--- src/rtl/core/point_plane_distance_macros.svh ---
`ifndef POINT_PLANE_DISTANCE_MACROS_SVH
`define POINT_PLANE_DISTANCE_MACROS_SVH

// same-cycle implication, checked on clk, off while in reset
`define PPD_ASSERT_NOW(label, ante, cons, msg) \
	label: assert property (@(posedge clk) disable iff (!arst_n) (ante) |-> (cons)) \
		else $error(msg);

// next-cycle implication
`define PPD_ASSERT_NEXT(label, ante, cons, msg) \
	label: assert property (@(posedge clk) disable iff (!arst_n) (ante) |=> (cons)) \
		else $error(msg);

`endif

--- src/rtl/core/ppd_pkg.sv ---
package ppd_pkg;

	localparam int COORD_W    = 20;
	localparam int VERTEX_W   = 3 * COORD_W;
	localparam int EDGE_W     = COORD_W + 1;
	localparam int MAG_W      = 2 * EDGE_W - 1;
	localparam int NDIFF_W    = MAG_W + 1;
	localparam int NORM_W     = 30;
	localparam int MUL_W      = NORM_W + 1;
	localparam int PROD_W     = 2 * MUL_W;
	localparam int SUM_W      = 2 * NORM_W + 2;
	localparam int ACC_W      = SUM_W + 1;
	localparam int ROOT_W     = SUM_W / 2;
	localparam int QUOT_W     = 16;
	localparam int FRAC_SHIFT = 15;
	localparam int NUM_W      = NORM_W + FRAC_SHIFT + 1;
	localparam int UNIT_W     = QUOT_W + 1;
	localparam int DOT_W      = 40;
	localparam int DIST_W     = 22;
	localparam int ROUND_HALF = 1 << (FRAC_SHIFT - 1);
	localparam int CFG_IDX_W  = 2;
	localparam int INDEX_BITS_DEF = 10;

	localparam logic [CFG_IDX_W-1:0] REG_VERTEX_A = 2'd0;
	localparam logic [CFG_IDX_W-1:0] REG_VERTEX_B = 2'd1;
	localparam logic [CFG_IDX_W-1:0] REG_VERTEX_C = 2'd2;

	typedef struct packed {
		logic busy;
		logic done;
	} ppd_unit_sts_t;

	function automatic logic signed [COORD_W-1:0] coord(input logic [VERTEX_W-1:0] v,
		input int k);
		return $signed(v[k*COORD_W +: COORD_W]);
	endfunction

endpackage

--- src/rtl/core/ppd_mul.sv ---
module ppd_mul (
	input  logic                                clk,
	input  logic signed [ppd_pkg::MUL_W-1:0]    a,
	input  logic signed [ppd_pkg::MUL_W-1:0]    b,
	output logic signed [ppd_pkg::PROD_W-1:0]   prod
);
	import ppd_pkg::*;

	logic signed [PROD_W-1:0] prod_q;

	always_ff @(posedge clk) begin
		prod_q <= a * b;
	end

	assign prod = prod_q;

endmodule

--- config.mk ---
export PLATFORM = sky130hd
export DESIGN_NAME = ppd_mul
export DESIGN_NICKNAME = d
export VERILOG_FILES = /design/src/rtl/core/point_plane_distance_macros.svh /design/src/rtl/core/ppd_pkg.sv /design/src/rtl/core/ppd_mul.sv
export SDC_FILE = /design/constraint.sdc
export NUM_CORES = 2
export LEC_CHECK = 0
export BUFFER_PORTS_ARGS = -buffer_cell sky130_fd_sc_hd__buf_2
export CORE_MARGIN = 4
export CORE_UTILIZATION = 25
export DETAILED_ROUTE_END_ITERATION = 10
export PLACE_DENSITY = 0.44
export SKIP_CTS_REPAIR_TIMING = 1
export SLEW_MARGIN = 20
export SYNTH_ARGS = -nofsm -noshare
export SYNTH_HDL_FRONTEND = slang
export SYNTH_SLANG_ARGS = --single-unit
--- constraint.sdc ---
create_clock -name clk -period 6.9 [get_ports clk]
set_clock_uncertainty 0.1 [all_clocks]
set_input_delay 0.345 -clock clk [delete_from_list [all_inputs] [get_ports clk]]
set_output_delay 0.345 -clock clk [all_outputs]
set_load 0.01 [all_outputs]
==> qor.yml <==
drt:
  top_layer: "met5"
  drcViolationCount: 0
  wl_per_cell_um: 17.5
  drt_iter0_markers: 909
  wirelength_um: 108000
  wl_met2_um: 60000
  drtAntennaViolNets: 0
  met3_length_um: 2990
  routed_via_density: 4.15
  wl_met1_um: 42200
  firstDrtPassIters: 5
  dr_total_vias: 25500
cells_and_area:
  drive_gt1_frac: 0.195
  largest_register_ffs: 62
  utilization: 0.311
  regArea_um2: 1240
  fillCellCount: 15000
  area_delta_synth_final_pct: 23.6
  fin_cells: 6139
  final_cell_area_um2: 44000
  fin_nets: 5501
  multi_input_area_um2: 30700
floorplan:
  fp.dieH_um: 385
  initial_core_util: 0.252
  rows: 138
  coreArea_um2: 141000
  io_pins: 125
  die_w_um: 385
  die_area_um2: 148000
synth:
  yosysUniqueCellTypes: 47
  avgSynthCellArea_um2: 9.37
  synthArstFlopShare: 0
  syn-cell-area_um2: 35600
  ys.warnings.count: 0
  synth_edf_count: 0
  yosysSeqAreaShare: 0.0349
  synth_area_leader_cell: "fa_1"
  syn_inst: 3796
  yosys_most_used_dff: "dfxtp_1"
  ys_ff_latch: 62
  ys_top_cells_by_count: "fa_1 (1018), inv_1 (1016), nand2_1 (514)"
  syn_nets: 5059
  synth_top_area_frac: 0.573
  yosysMostFrequentCell: "fa_1"
  yosys-top-cells-area: "fa_1 (57%), inv_1 (11%), and2_1 (7.9%)"
critical_path:
  critPathMaxFanout: 9
  crit_path_frequent_cell: "fa_1"
  startpoint_type: "input pin"
  critPathKind: "input pin to flip-flop"
  required_ns: 7.07
  cp_slowest_stage_delay_ns: 0.62
  cp_slowest_cell: "fa_2"
  end_kind: "flip-flop"
  cp_data_arrival_time_ns: 7.59
clock_network:
  htreeDepth: 3
  clockRootBuffer: "clkbuf_16"
  cts_tree: "built"
  clock_sinks: 62
  clk_pin_slew_ns: 0.06
  cts_buffer_depth: 2
  cts_buffers: 9
global_route:
  grt_pass1_vias: 28400
  grt_usage: 0.146
  grt_max_degree: 22
  grt_pass1_wl_um: 165000
  antenna_found_initial: 13
  overflow: 0
worst_hold_path:
  holdCritPathClass: "input pin to flip-flop"
status:
  run_status: "finished, violations left"
  violations: "negative setup slack"
placement:
  port_buffers: 124
  hpwl_um: 96200
  place.gp.congestion: 0.812
  place_area_um2: 41900
  place_inst: 6069
sta:
  fmax_mhz: 135
  finalHoldViolations: 0
  worst_pin_slew_ns: 0.485
  slew_headroom: 0.673
  rsz0062_at_grt: "yes"
  setup_violations: 28
  setup_slack_ns: -0.515
  fin_crit_sh: 1.07
  min_period_ns: 7.42
  slew_viol_final: 0
job:
  maxCapViolations: 0
-- per-stage QoR --
step	TNS (ns)	hold slack (ns)	setup WS, ns
floorplan	-1.11	0.549	-0.212
global placement	-30.61	0.656	-1.15
detailed placement	-31.68	0.652	-1.22
CTS	-18.14	0.600	-0.890
global route	-14.23	0.622	-0.745
finish	-7.52	0.624	-0.515
-- final timing paths --
path                  endpoint  slack, ns  startpoint  cells past startpoint
worst max-delay path  prod[60]      -0.52        a[9]                     26
worst min-delay path   prod[0]       0.62        a[0]                      3
-- area by class of cell --
| type | instances | share of cell area |
|---|---|---|
| diodes | 6 | 0.000341 |
| well taps | 1890 | 0.0538 |
| clock inverters | 4 | 0.00159 |
| inverters | 1016 | 0.0868 |
| flip-flops and latches | 62 | 0.0282 |
| multi-input cells | 2520 | 0.699 |
| repair buffers | 629 | 0.125 |
| clock buffers | 12 | 0.00560 |
-- worst max-delay path, delay by kind of cell --
family	cells	cell delay, ns
compound gates	8	1.46
fa+ha+maj	9	4.35
buf+inv	6	0.46
simple gates	3	0.98
-- layout by cell type (no fill, tap or decap), types with 23 or more instances in the layout --
cell type	count
a21o_1	30
a21oi_1	42
and2_1	435
buf_12	45
buf_2	86
buf_4	430
buf_6	39
dfxtp_1	62
fa_1	975
fa_2	43
ha_1	165
inv_1	996
nand2_1	502
nor2_1	23
nor2b_1	29
xnor2_1	43
-- routing by layer --
metal,GRT usage,vias to the layer above
li1,-,11600
met1,0.172,13500
met2,0.287,322
met3,0.0143,95
met4,0.0264,6
met5,0,-
-- cell families after synthesis --
| group | share of synthesized area |
|---|---|
| AOI/OAI and AO/OA | 0.0325 |
| adders and majority gates | 0.637 |
| DFF | 0.0349 |
| and+or+nand+nor | 0.151 |
| buffers and inverters | 0.128 |
| muxes | 0.000316 |
| xor gates and xnor gates | 0.0167 |
Power is left out: the tool's default activity adds up to more than one toggle a clock period on the data nets, which glitch-free logic cannot reach.
