===== config.mk =====
export PLATFORM = sky130hd
export DESIGN_NAME = ppd_div
export DESIGN_NICKNAME = d
export VERILOG_FILES = /design/src/rtl/core/point_plane_distance_macros.svh /design/src/rtl/core/ppd_pkg.sv /design/src/rtl/core/ppd_div.sv
export SDC_FILE = /design/constraint.sdc
export NUM_CORES = 1
export LEC_CHECK = 0
export BUFFER_PORTS_ARGS = -buffer_cell sky130_fd_sc_hd__buf_2
export CORE_UTILIZATION = 56
export DETAILED_ROUTE_END_ITERATION = 12
export GPL_TIMING_DRIVEN = 0
export MAX_ROUTING_LAYER = met4
export PLACE_DENSITY = 0.8
export SYNTH_ARGS = -nofsm -noshare
export SYNTH_HDL_FRONTEND = slang
export SYNTH_SLANG_ARGS = --single-unit

===== constraint.sdc =====
create_clock -name clk -period 4 [get_ports clk]
set_clock_uncertainty 0.15 [all_clocks]
set_input_delay 0.6 -clock clk [delete_from_list [all_inputs] [get_ports clk]]
set_output_delay 0.6 -clock clk [all_outputs]
set_load 0.005 [all_outputs]

===== src/rtl/core/point_plane_distance_macros.svh =====
`ifndef POINT_PLANE_DISTANCE_MACROS_SVH
`define POINT_PLANE_DISTANCE_MACROS_SVH

// same-cycle implication, checked on clk, off while in reset
`define PPD_ASSERT_NOW(label, ante, cons, msg) \
	label: assert property (@(posedge clk) disable iff (!arst_n) (ante) |-> (cons)) \
		else $error(msg);

// next-cycle implication
`define PPD_ASSERT_NEXT(label, ante, cons, msg) \
	label: assert property (@(posedge clk) disable iff (!arst_n) (ante) |=> (cons)) \
		else $error(msg);

`endif


===== src/rtl/core/ppd_pkg.sv =====
package ppd_pkg;

	localparam int COORD_W    = 20;
	localparam int VERTEX_W   = 3 * COORD_W;
	localparam int EDGE_W     = COORD_W + 1;
	localparam int MAG_W      = 2 * EDGE_W - 1;
	localparam int NDIFF_W    = MAG_W + 1;
	localparam int NORM_W     = 30;
	localparam int MUL_W      = NORM_W + 1;
	localparam int PROD_W     = 2 * MUL_W;
	localparam int SUM_W      = 2 * NORM_W + 2;
	localparam int ACC_W      = SUM_W + 1;
	localparam int ROOT_W     = SUM_W / 2;
	localparam int QUOT_W     = 16;
	localparam int FRAC_SHIFT = 15;
	localparam int NUM_W      = NORM_W + FRAC_SHIFT + 1;
	localparam int UNIT_W     = QUOT_W + 1;
	localparam int DOT_W      = 40;
	localparam int DIST_W     = 22;
	localparam int ROUND_HALF = 1 << (FRAC_SHIFT - 1);
	localparam int CFG_IDX_W  = 2;
	localparam int INDEX_BITS_DEF = 10;

	localparam logic [CFG_IDX_W-1:0] REG_VERTEX_A = 2'd0;
	localparam logic [CFG_IDX_W-1:0] REG_VERTEX_B = 2'd1;
	localparam logic [CFG_IDX_W-1:0] REG_VERTEX_C = 2'd2;

	typedef struct packed {
		logic busy;
		logic done;
	} ppd_unit_sts_t;

	function automatic logic signed [COORD_W-1:0] coord(input logic [VERTEX_W-1:0] v,
		input int k);
		return $signed(v[k*COORD_W +: COORD_W]);
	endfunction

endpackage


===== src/rtl/core/ppd_div.sv =====
module ppd_div (
	input  logic                           clk,
	input  logic                           arst_n,
	input  logic                           start,
	input  logic [ppd_pkg::NUM_W-1:0]      numer,
	input  logic [ppd_pkg::ROOT_W-1:0]     denom,
	output logic [ppd_pkg::QUOT_W-1:0]     quot,
	output ppd_pkg::ppd_unit_sts_t         sts
);
	import ppd_pkg::*;

	localparam int CNT_W = $clog2(QUOT_W);

	logic              busy_q, done_q;
	logic [CNT_W-1:0]  cnt_q;
	logic [ROOT_W-1:0] rem_q, den_q;
	logic [QUOT_W-1:0] low_q, quot_q;
	logic [ROOT_W:0]   trial, diff;
	logic              ge;

	// quotient fits QUOT_W bits, so the upper numerator bits start below denom
	assign trial = {rem_q, low_q[QUOT_W-1]};
	assign ge    = trial >= {1'b0, den_q};
	assign diff  = trial - {1'b0, den_q};

	always_ff @(posedge clk or negedge arst_n) begin
		if (!arst_n) begin
			busy_q <= 1'b0;
			done_q <= 1'b0;
			cnt_q  <= '0;
		end else begin
			done_q <= 1'b0;
			if (start) begin
				busy_q <= 1'b1;
				cnt_q  <= '0;
			end else if (busy_q) begin
				cnt_q <= cnt_q + 1'b1;
				if (cnt_q == CNT_W'(QUOT_W - 1)) begin
					busy_q <= 1'b0;
					done_q <= 1'b1;
				end
			end
		end
	end

	always_ff @(posedge clk) begin
		if (start) begin
			rem_q <= ROOT_W'(numer[NUM_W-1:QUOT_W]);
			low_q <= numer[QUOT_W-1:0];
			den_q <= denom;
		end else if (busy_q) begin
			rem_q  <= ge ? diff[ROOT_W-1:0] : trial[ROOT_W-1:0];
			low_q  <= low_q << 1;
			quot_q <= {quot_q[QUOT_W-2:0], ge};
		end
	end

	assign quot     = quot_q;
	assign sts.busy = busy_q;
	assign sts.done = done_q;

endmodule


==> run summary <==
Post-Layout Cell Count: 757
H-tree depth: 3
post-synth top area share: 48.6%
Data required, critical path: 4000 ps
placed wire-length estimate: 8.97 mm
Rel. slew slack: 48.2%
Design Power: 0.00456 W
GR Layer Usage met2: 42.6%
Fin. Hold Viols: 0
largest net degree at the start of global routing: 37
first-pass GRT wire length: 20.0 mm
number of max-slew violations in the final report: 0
number of core rows: 36
number of synthesized register bits: 100
placed cell areas: 6410 sq um
grt met1 use: 31.0%
crit end category: flop
number of vias per cell: 5.57
initial antenna violation count: 0
Chip Width: 103 microns
final WL: 12.1 mm
DRT iter0 DRCs: 212
routed via count: 4218
CTS Root Cell: clkbuf_8
Layout Nets: 732
leak pwr: 2.85 nW
Setup Viol. Count Final: 0
Top-Level Pins: 98
period utilisation layout: 90.4%
mapped cell area: 5740 sq um
starting density of the core: 58.2%
Seq/Total Area, Yosys: 51.6%
area leader, netlist: edfxtp_1
worst-path fanout max: 10
gpl congestion: 0.891
CTS clock-pin slew for the worst setup and hold paths: 110 ps
setup TNS: 0 ps
Clock Latency Late Sink: 410 ps
Routed Antenna Nets: 0
Post-synth EDFFs: 93
pwr dens: 689 nW/um^2
gr ovfl total: 0
Hold Crit Class: primary input to flop
arrival time worst endpoint: 3620 ps
MaxCap Viol Count: 0
number of port buffers: 97
final core occ: 67.1%
Cell variety after synth: 62
met3 track demand over resource: 7.06%
TritonCTS Buffers: 9
1st-pass router iterations: 5
busiest layer in global routing: met2
area of the die: 10700 sq um
synthesis-to-layout area growth: 15.3%
CP Launch Type: flop
Avg Cell Area, Syn: 11.3 sq um
Top FF cell, synth: edfxtp_1
DRC Markers: 0
status: complete, no violations
Inst Count DP: 740
syn nets: 622
GRT Total Usage: 25.9%
R2R depth: 14
Mapped Cells: 509
post-route cell area: 6620 sq um
Synthesis Warnings: 0
Final Critical Period: 3620 ps
hold-critical path depth: 1
routed len/inst: 16.0 microns
peak supply drop: 386 uV
Async S/R FF share, synth: 6.00%
Least-Margin Pin Slew: 777 ps
Core Box Area: 9860 sq um
critical path type: flop to flop
RSZ-0062 raised after global routing: false
diode count: 0
Die Span Y: 103 microns
top cells by area, synth: edfxtp_1 49%, mux2_2 7.1%, ha_1 7.0%
CTS tree: yes
buffer depth of the longest clock path: 2
vias in the first global route: 4273
fmax: 276 MHz
layout cells sized above 1: 28.8%
Clock Sinks: 100
## logic make-up (layout without fill, tap and decap cells)
kind of cell             count (synthesis)  count (layout)  share of synthesized area [%]
AO/OA/AOI/OAI                          126             126                           14.4
XOR/XNOR                                28              28                           4.27
adder cells (fa/ha/maj)                 33              33                           7.32
buffers and inverters                   69             184                           5.60
flip-flops                             100             100                           51.6
multiplexers                            39              39                           7.58
AND/OR/NAND/NOR                        114             114                           9.22
## through the flow
| stage | worst slack, ps | hold WS (ps) |
|---|---|---|
| CTS | 312 | 192 |
| global placement | 14.9 | 273 |
| finish | 382 | 208 |
| detailed placement | 357 | 280 |
| global route | 75.3 | 190 |
| floorplan | 810 | 154 |
## per-layer routing
metal	vias to the layer above	wire (microns)
met4	0	206
li1	2068	-
met3	23	728
met1	1988	5220
met5	-	0
met2	139	5950
## layout make-up
cell class	instances	area, sq um
clock inverter	7	60.1
clock buffer	9	124
inverter	48	180
multi-input combinational	340	2470
fill	774	3250
timing repair buffer	99	515
buffer	21	141
sequential	100	2960
tap	133	166
## synthesized netlist by cell type, drive strengths merged, types with 2 or more instances
master  instances
edfxtp         93
inv            48
nand2          44
o21ai          41
a21oi          38
mux2           36
ha             32
nor2           26
xnor2          14
xor2           14
buf            10
clkbuf         10
nand3          10
a21o            9
a211oi          8
o21bai          8
nor3            7
dfrtp           6
nand4           6
nand2b          5
nor2b           4
and2            3
and3            3
mux2i           3
a221oi          2
a311oi          2
a31oi           2
a32oi           2
o211ai          2
o21a            2
o41ai           2
## repair_timing
item / CTS / global route
setup endpoints to repair: 0 / 2
hold buffers: 1 / 0
resized for setup: 0 / 1
endpoints found under the hold margin: 6 / 0
setup buffers: 0 / 0
## critical path, stage by stage (launching register included)
cell	delay (ps)
edfxtp_1	410
inv_1	70
ha_1	190
fa_1	240
nor2b_1	60
o21ai_1	170
o21ai_1	160
o41ai_4	340
a21oi_1	110
or4_1	460
a21oi_4	270
buf_2	310
o21bai_1	110
a211oi_1	190
a32oi_1	140
## sequential cells by signal, summed over array words and instances, names as in the netlist
register,cells
quot,16
busy_q,1
cnt_q,4
den_q,31
done_q,1
rem_q,31
low_q,16
## path summary, 6_finish.rpt
| check | start | endpoint | slack (ps) |
|---|---|---|---|
| worst min-delay path | denom[17] | den_q[17] | 210 |
| worst max register to register | low_q[15] | rem_q[29] | 380 |
| max in group asynchronous | arst_n | cnt_q[2] | 3160 |
| min in group asynchronous | arst_n | cnt_q[3] | 390 |
| worst min register to register | quot[6] | quot[7] | 310 |
| worst max-delay path | low_q[15] | rem_q[29] | 380 |
## report_power, final
group | internal [W] | switching, W | leakage (nW)
sequential | 0.00144 | 0.000125 | 1.04
clock | 0.000234 | 0.000383 | 0.0904
combinational | 0.00103 | 0.00135 | 1.72
## placed cells by master, fill, tap and decap left out, types with 4 or more instances in the layout
master	instances
buf_2	101
edfxtp_1	93
inv_1	47
nand2_1	43
o21ai_0	38
a21oi_1	36
mux2_2	36
ha_1	32
nor2_1	26
xnor2_1	14
xor2_1	14
clkbuf_8	11
nand3_1	10
o21bai_1	8
a211oi_1	7
a21o_1	7
clkbuf_1	7
nor3_1	7
nand4_1	6
dfrtp_1	6
nand2b_1	5
buf_4	4
nor2b_1	4
clkinv_4	4
(Power assumes the default switching activity.)
