<file path="src/rtl/core/point_plane_distance_macros.svh">
`ifndef POINT_PLANE_DISTANCE_MACROS_SVH
`define POINT_PLANE_DISTANCE_MACROS_SVH

// same-cycle implication, checked on clk, off while in reset
`define PPD_ASSERT_NOW(label, ante, cons, msg) \
	label: assert property (@(posedge clk) disable iff (!arst_n) (ante) |-> (cons)) \
		else $error(msg);

// next-cycle implication
`define PPD_ASSERT_NEXT(label, ante, cons, msg) \
	label: assert property (@(posedge clk) disable iff (!arst_n) (ante) |=> (cons)) \
		else $error(msg);

`endif

</file>
<file path="src/rtl/core/ppd_pkg.sv">
package ppd_pkg;

	localparam int COORD_W    = 20;
	localparam int VERTEX_W   = 3 * COORD_W;
	localparam int EDGE_W     = COORD_W + 1;
	localparam int MAG_W      = 2 * EDGE_W - 1;
	localparam int NDIFF_W    = MAG_W + 1;
	localparam int NORM_W     = 30;
	localparam int MUL_W      = NORM_W + 1;
	localparam int PROD_W     = 2 * MUL_W;
	localparam int SUM_W      = 2 * NORM_W + 2;
	localparam int ACC_W      = SUM_W + 1;
	localparam int ROOT_W     = SUM_W / 2;
	localparam int QUOT_W     = 16;
	localparam int FRAC_SHIFT = 15;
	localparam int NUM_W      = NORM_W + FRAC_SHIFT + 1;
	localparam int UNIT_W     = QUOT_W + 1;
	localparam int DOT_W      = 40;
	localparam int DIST_W     = 22;
	localparam int ROUND_HALF = 1 << (FRAC_SHIFT - 1);
	localparam int CFG_IDX_W  = 2;
	localparam int INDEX_BITS_DEF = 10;

	localparam logic [CFG_IDX_W-1:0] REG_VERTEX_A = 2'd0;
	localparam logic [CFG_IDX_W-1:0] REG_VERTEX_B = 2'd1;
	localparam logic [CFG_IDX_W-1:0] REG_VERTEX_C = 2'd2;

	typedef struct packed {
		logic busy;
		logic done;
	} ppd_unit_sts_t;

	function automatic logic signed [COORD_W-1:0] coord(input logic [VERTEX_W-1:0] v,
		input int k);
		return $signed(v[k*COORD_W +: COORD_W]);
	endfunction

endpackage

</file>
<file path="src/rtl/core/ppd_isqrt.sv">
module ppd_isqrt (
	input  logic                           clk,
	input  logic                           arst_n,
	input  logic                           start,
	input  logic [ppd_pkg::SUM_W-1:0]      radicand,
	output logic [ppd_pkg::ROOT_W-1:0]     root,
	output ppd_pkg::ppd_unit_sts_t         sts
);
	import ppd_pkg::*;

	localparam logic [SUM_W-1:0] BIT_START = SUM_W'(1) << (SUM_W - 2);

	logic             busy_q, done_q;
	logic [SUM_W-1:0] v_q, res_q, bit_q;
	logic [SUM_W:0]   trial;
	logic             take;

	assign trial = {1'b0, res_q} + {1'b0, bit_q};
	assign take  = {1'b0, v_q} >= trial;

	always_ff @(posedge clk or negedge arst_n) begin
		if (!arst_n) begin
			busy_q <= 1'b0;
			done_q <= 1'b0;
		end else begin
			done_q <= busy_q & bit_q[0];
			if (start)
				busy_q <= 1'b1;
			else if (bit_q[0])
				busy_q <= 1'b0;
		end
	end

	always_ff @(posedge clk) begin
		if (start) begin
			v_q   <= radicand;
			res_q <= '0;
			bit_q <= BIT_START;
		end else if (busy_q) begin
			if (take) begin
				v_q   <= v_q - trial[SUM_W-1:0];
				res_q <= (res_q >> 1) + bit_q;
			end else begin
				res_q <= res_q >> 1;
			end
			bit_q <= bit_q >> 2;
		end
	end

	assign root     = res_q[ROOT_W-1:0];
	assign sts.busy = busy_q;
	assign sts.done = done_q;

endmodule

</file>
<file path="config.mk">
export PLATFORM = sky130hd
export DESIGN_NAME = ppd_isqrt
export DESIGN_NICKNAME = d
export VERILOG_FILES = /design/src/rtl/core/point_plane_distance_macros.svh /design/src/rtl/core/ppd_pkg.sv /design/src/rtl/core/ppd_isqrt.sv
export SDC_FILE = /design/constraint.sdc
export NUM_CORES = 1
export LEC_CHECK = 0
export BUFFER_PORTS_ARGS = -buffer_cell sky130_fd_sc_hd__buf_4
export CELL_PAD_IN_SITES_DETAIL_PLACEMENT = 1
export CELL_PAD_IN_SITES_GLOBAL_PLACEMENT = 1
export CORE_MARGIN = 5
export CORE_UTILIZATION = 30
export CTS_BUF_LIST = sky130_fd_sc_hd__clkbuf_4
export DETAILED_ROUTE_END_ITERATION = 16
export GPL_TIMING_DRIVEN = 0
export PLACE_DENSITY = 0.61
export SYNTH_ARGS = -nofsm -noshare
export SYNTH_HDL_FRONTEND = slang
export SYNTH_SLANG_ARGS = --single-unit
</file>
<file path="constraint.sdc">
create_clock -name clk -period 18.96 [get_ports clk]
set_clock_uncertainty 0.15 [all_clocks]
set_input_delay 1.896 -clock clk [delete_from_list [all_inputs] [get_ports clk]]
set_output_delay 1.896 -clock clk [all_outputs]
set_load 0.02 [all_outputs]
</file>
==> run_results.csv <==
group,metric,value,unit
run_status,status,"finished clean",
cts,cts-htree-levels,4,
power_and_ir_drop,p_leak,6.60,nW
power_and_ir_drop,finalPower,2.09,mW
cts,post-cts-setup-buffers,0,
cts,clock_sinks,157,
worst_setup_path,path_max_fanout,24,
worst_setup_path,worst_ep_required_time,19300,ps
floorplanning,die_area,54300,um2
timing,fmax,0.125,GHz
power_and_ir_drop,pwr-share-comb,64.3,%
power_and_ir_drop,p_clk_share,11.2,%
power_and_ir_drop,seq_power_share,24.5,%
global_route,grt.total_usage,22.1,%
layout,area_growth,12.6,%
synthesis,syn_area_per_cell,7.73,um2
worst_setup_path,cp-endpoint,"v_q[44]",
routing,wl_per_cell,22.1,um
timing,fin_crit_sh,42.3,%
power_and_ir_drop,worst_ir_drop_vdd,0.0557,mV
worst_setup_path,worstSetupEndpointType,"flip-flop",
cts,ctsResizeCount,0,
synthesis,ys_types,72,
layout,final_layout_size_suffix_gt1_share,10.7,%
job,cap_violations,0,
timing,setup_ws,10940,ps
floorplanning,initial_core_util,30.4,%
cts,clkTransAtPathRegs,180,ps
timing,min_period,8020,ps
floorplanning,io_pins,98,
layout,final_common_cell,"nand2_1",
cts,cts_tree,"done",
layout,layout.nets,2238,
worst_setup_path,crit_start,"res_q[11]",
worst_setup_path,reg2reg_to,"v_q[44]",
global_route,antenna_found_initial,2,
placement,numPortBuffers,96,
global_route,grt_max_degree,25,
power_and_ir_drop,power.density,124,nW/um2
timing,max_slew.worst_pin.slew,1110,ps
cts,cts-root-buf,"clkbuf_4",
timing,maxSlewViolCount,0,
timing,grt_setup_unrepaired,"no",
timing,setup_tns,0,ps
global_route,grt_first_pass_wirelength,92000,um
routing,ant_nets,0,
placement,dpl_cell_area,16500,um2
routing,vias_per_cell,5.54,
synthesis,syn_inst,1929,
cts,clock_latency,790,ps
synthesis,ys_warn_count,0,
floorplanning,die_h,233,um
worst_setup_path,path_class,"flip-flop to flip-flop",
power_and_ir_drop,p_sw,1.09,mW
placement,pre_cts_slack,10940,ps
placement,dpl.hpwl,47800,um
worst_setup_path,crit_arrival,8360,ps
floorplanning,std_cell_rows,81,
synthesis,ys_ff_latch,157,
worst_setup_path,start_kind,"flip-flop",
worst_setup_path,worst_path_most_repeated_cell,"a21oi_1",
layout,postLayoutCoreUtil,34.3,%
global_route,grt_overflow,0,
synthesis,synth_nets,2121,
synthesis,ys_async_sr_fraction,1.27,%
floorplanning,core,49100,um2
cts,cts_buffers,17,
routing,drc,0,
routing,vias,15100,
worst_hold_path,min_path_type,"flip-flop to flip-flop",
routing,dr.pass1.iters,5,
routing,finalWirelength,60300,um
worst_setup_path,crit_path_max_incr_delay,610,ps
power_and_ir_drop,p_sw_share,52.0,%
global_route,grt_pass1_vias,15300,
worst_setup_path,r2r_slack,10940,ps
power_and_ir_drop,p_int,1.00,mW
routing,drt-initial-drc-count,888,
synthesis,synth_top_area_share,12.5,%
timing,setup_viol,0,
cts,cts_hold_buf,0,
synthesis,synth_edf_count,62,
layout,final_cell_mix,"209 x nand2_1, 206 x nor2_1, 152 x o21ai_0",
synthesis,synth_top_area_cell,"dfxtp_1",
worst_setup_path,reg2reg_depth,26,
timing,final-hold-violation-count,0,
timing,relSlewSlack,24.0,%
synthesis,synth_area_leaders,"dfxtp_1 12%, edfxtp_1 12%, ha_1 11%, nand2_1 5.3%, nor2_1 5.2%",
synthesis,yosys_most_used_dff,"dfxtp_1",
cts,clockBufferDepth,2,
worst_setup_path,worst_path_max_delay_cell,"o21ai_4",
synthesis,synth_area,14900,um2
layout,fin_area,16800,um2
worst_setup_path,r2r-start,"res_q[11]",
synthesis,synth_seq_area_share,25.3,%
placement,gp_congestion,0.898,
floorplanning,die_w,233,um
## worst max-delay path: cells and delay by family (launching register included)
kind                     cells  cell delay [ps]
flip-flops                   1              430
XOR/XNOR                     1              170
AND/OR/NAND/NOR              6             1610
buffers and inverters        7             1820
AO/OA/AOI/OAI               11             3190
adder cells (fa/ha/maj)      1              270
## synth_stat cells, types with 49 or more instances
master / instances
nand2_1: 209
o21ai_0: 153
a31oi_1: 61
xnor2_1: 76
a21o_1: 49
nand4_1: 53
nor2_1: 206
a21oi_1: 133
xor2_1: 62
clkbuf_1: 90
a211oi_1: 49
ha_1: 126
dfxtp_1: 93
edfxtp_1: 62
## layer usage
metal,GRT usage [%],vias to the layer above,wire [um]
li1,-,7319,-
met1,30.6,7404,29200
met2,35.5,289,27400
met3,3.21,71,2210
met4,6.77,2,1520
met5,0,-,13
## flip-flops by register name (all words and copies together), names as in the netlist
register  flops
busy_q        1
res_q        62
v_q          62
bit_q        31
done_q        1
## cell type report
class,instances,area [um2]
repair buffers,98,761
well taps,664,831
clock inverters,15,151
inverters,46,173
clock buffers,17,128
fillers,6061,32200
multi-input cells,1577,10300
flip-flops and latches,157,3770
plain buffers,149,729
diodes,1,2.50
## how the worst min path moves through the flow
| stage | cells after the start | slack (ps) | start | end |
|---|---|---|---|---|
| finish | 2 | 400 | res_q[0] | res_q[0] |
| global route | 2 | 450 | res_q[0] | res_q[0] |
| CTS | 2 | 410 | res_q[0] | res_q[0] |
| global placement | 2 | 370 | res_q[0] | res_q[0] |
| floorplan | 1 | 320 | bit_q[0] | busy_q |
| detailed placement | 2 | 390 | res_q[0] | res_q[0] |
## kinds of logic after synthesis
| group | synth area share, % |
|---|---|
| AO/OA/AOI/OAI | 27.0 |
| XOR/XNOR | 8.10 |
| flip-flops | 25.3 |
| AND/OR/NAND/NOR | 19.4 |
| multiplexers | 3.46 |
| adder cells (fa/ha/maj) | 10.7 |
| buffers and inverters | 6.05 |
## per-stage QoR
stage	hold WS [ps]	instances
after floorplan	324	1929
after global placement	374	2689
after detailed placement	390	2691
after CTS	413	2723
after global routing	449	2724
final	404	2724
## power by group through the flow
stage	registers [mW]	logic [mW]	clock network, mW
6_report	0.513	1.34	0.234
5_1_grt	0.520	1.48	0.255
4_1_cts	0.513	1.34	0.245
3_5_place_dp	0.521	1.33	0
3_3_place_gp	0.541	1.30	0
2_1_floorplan	0.515	0.928	0
No activity file was read; power rests on OpenSTA's default activity.
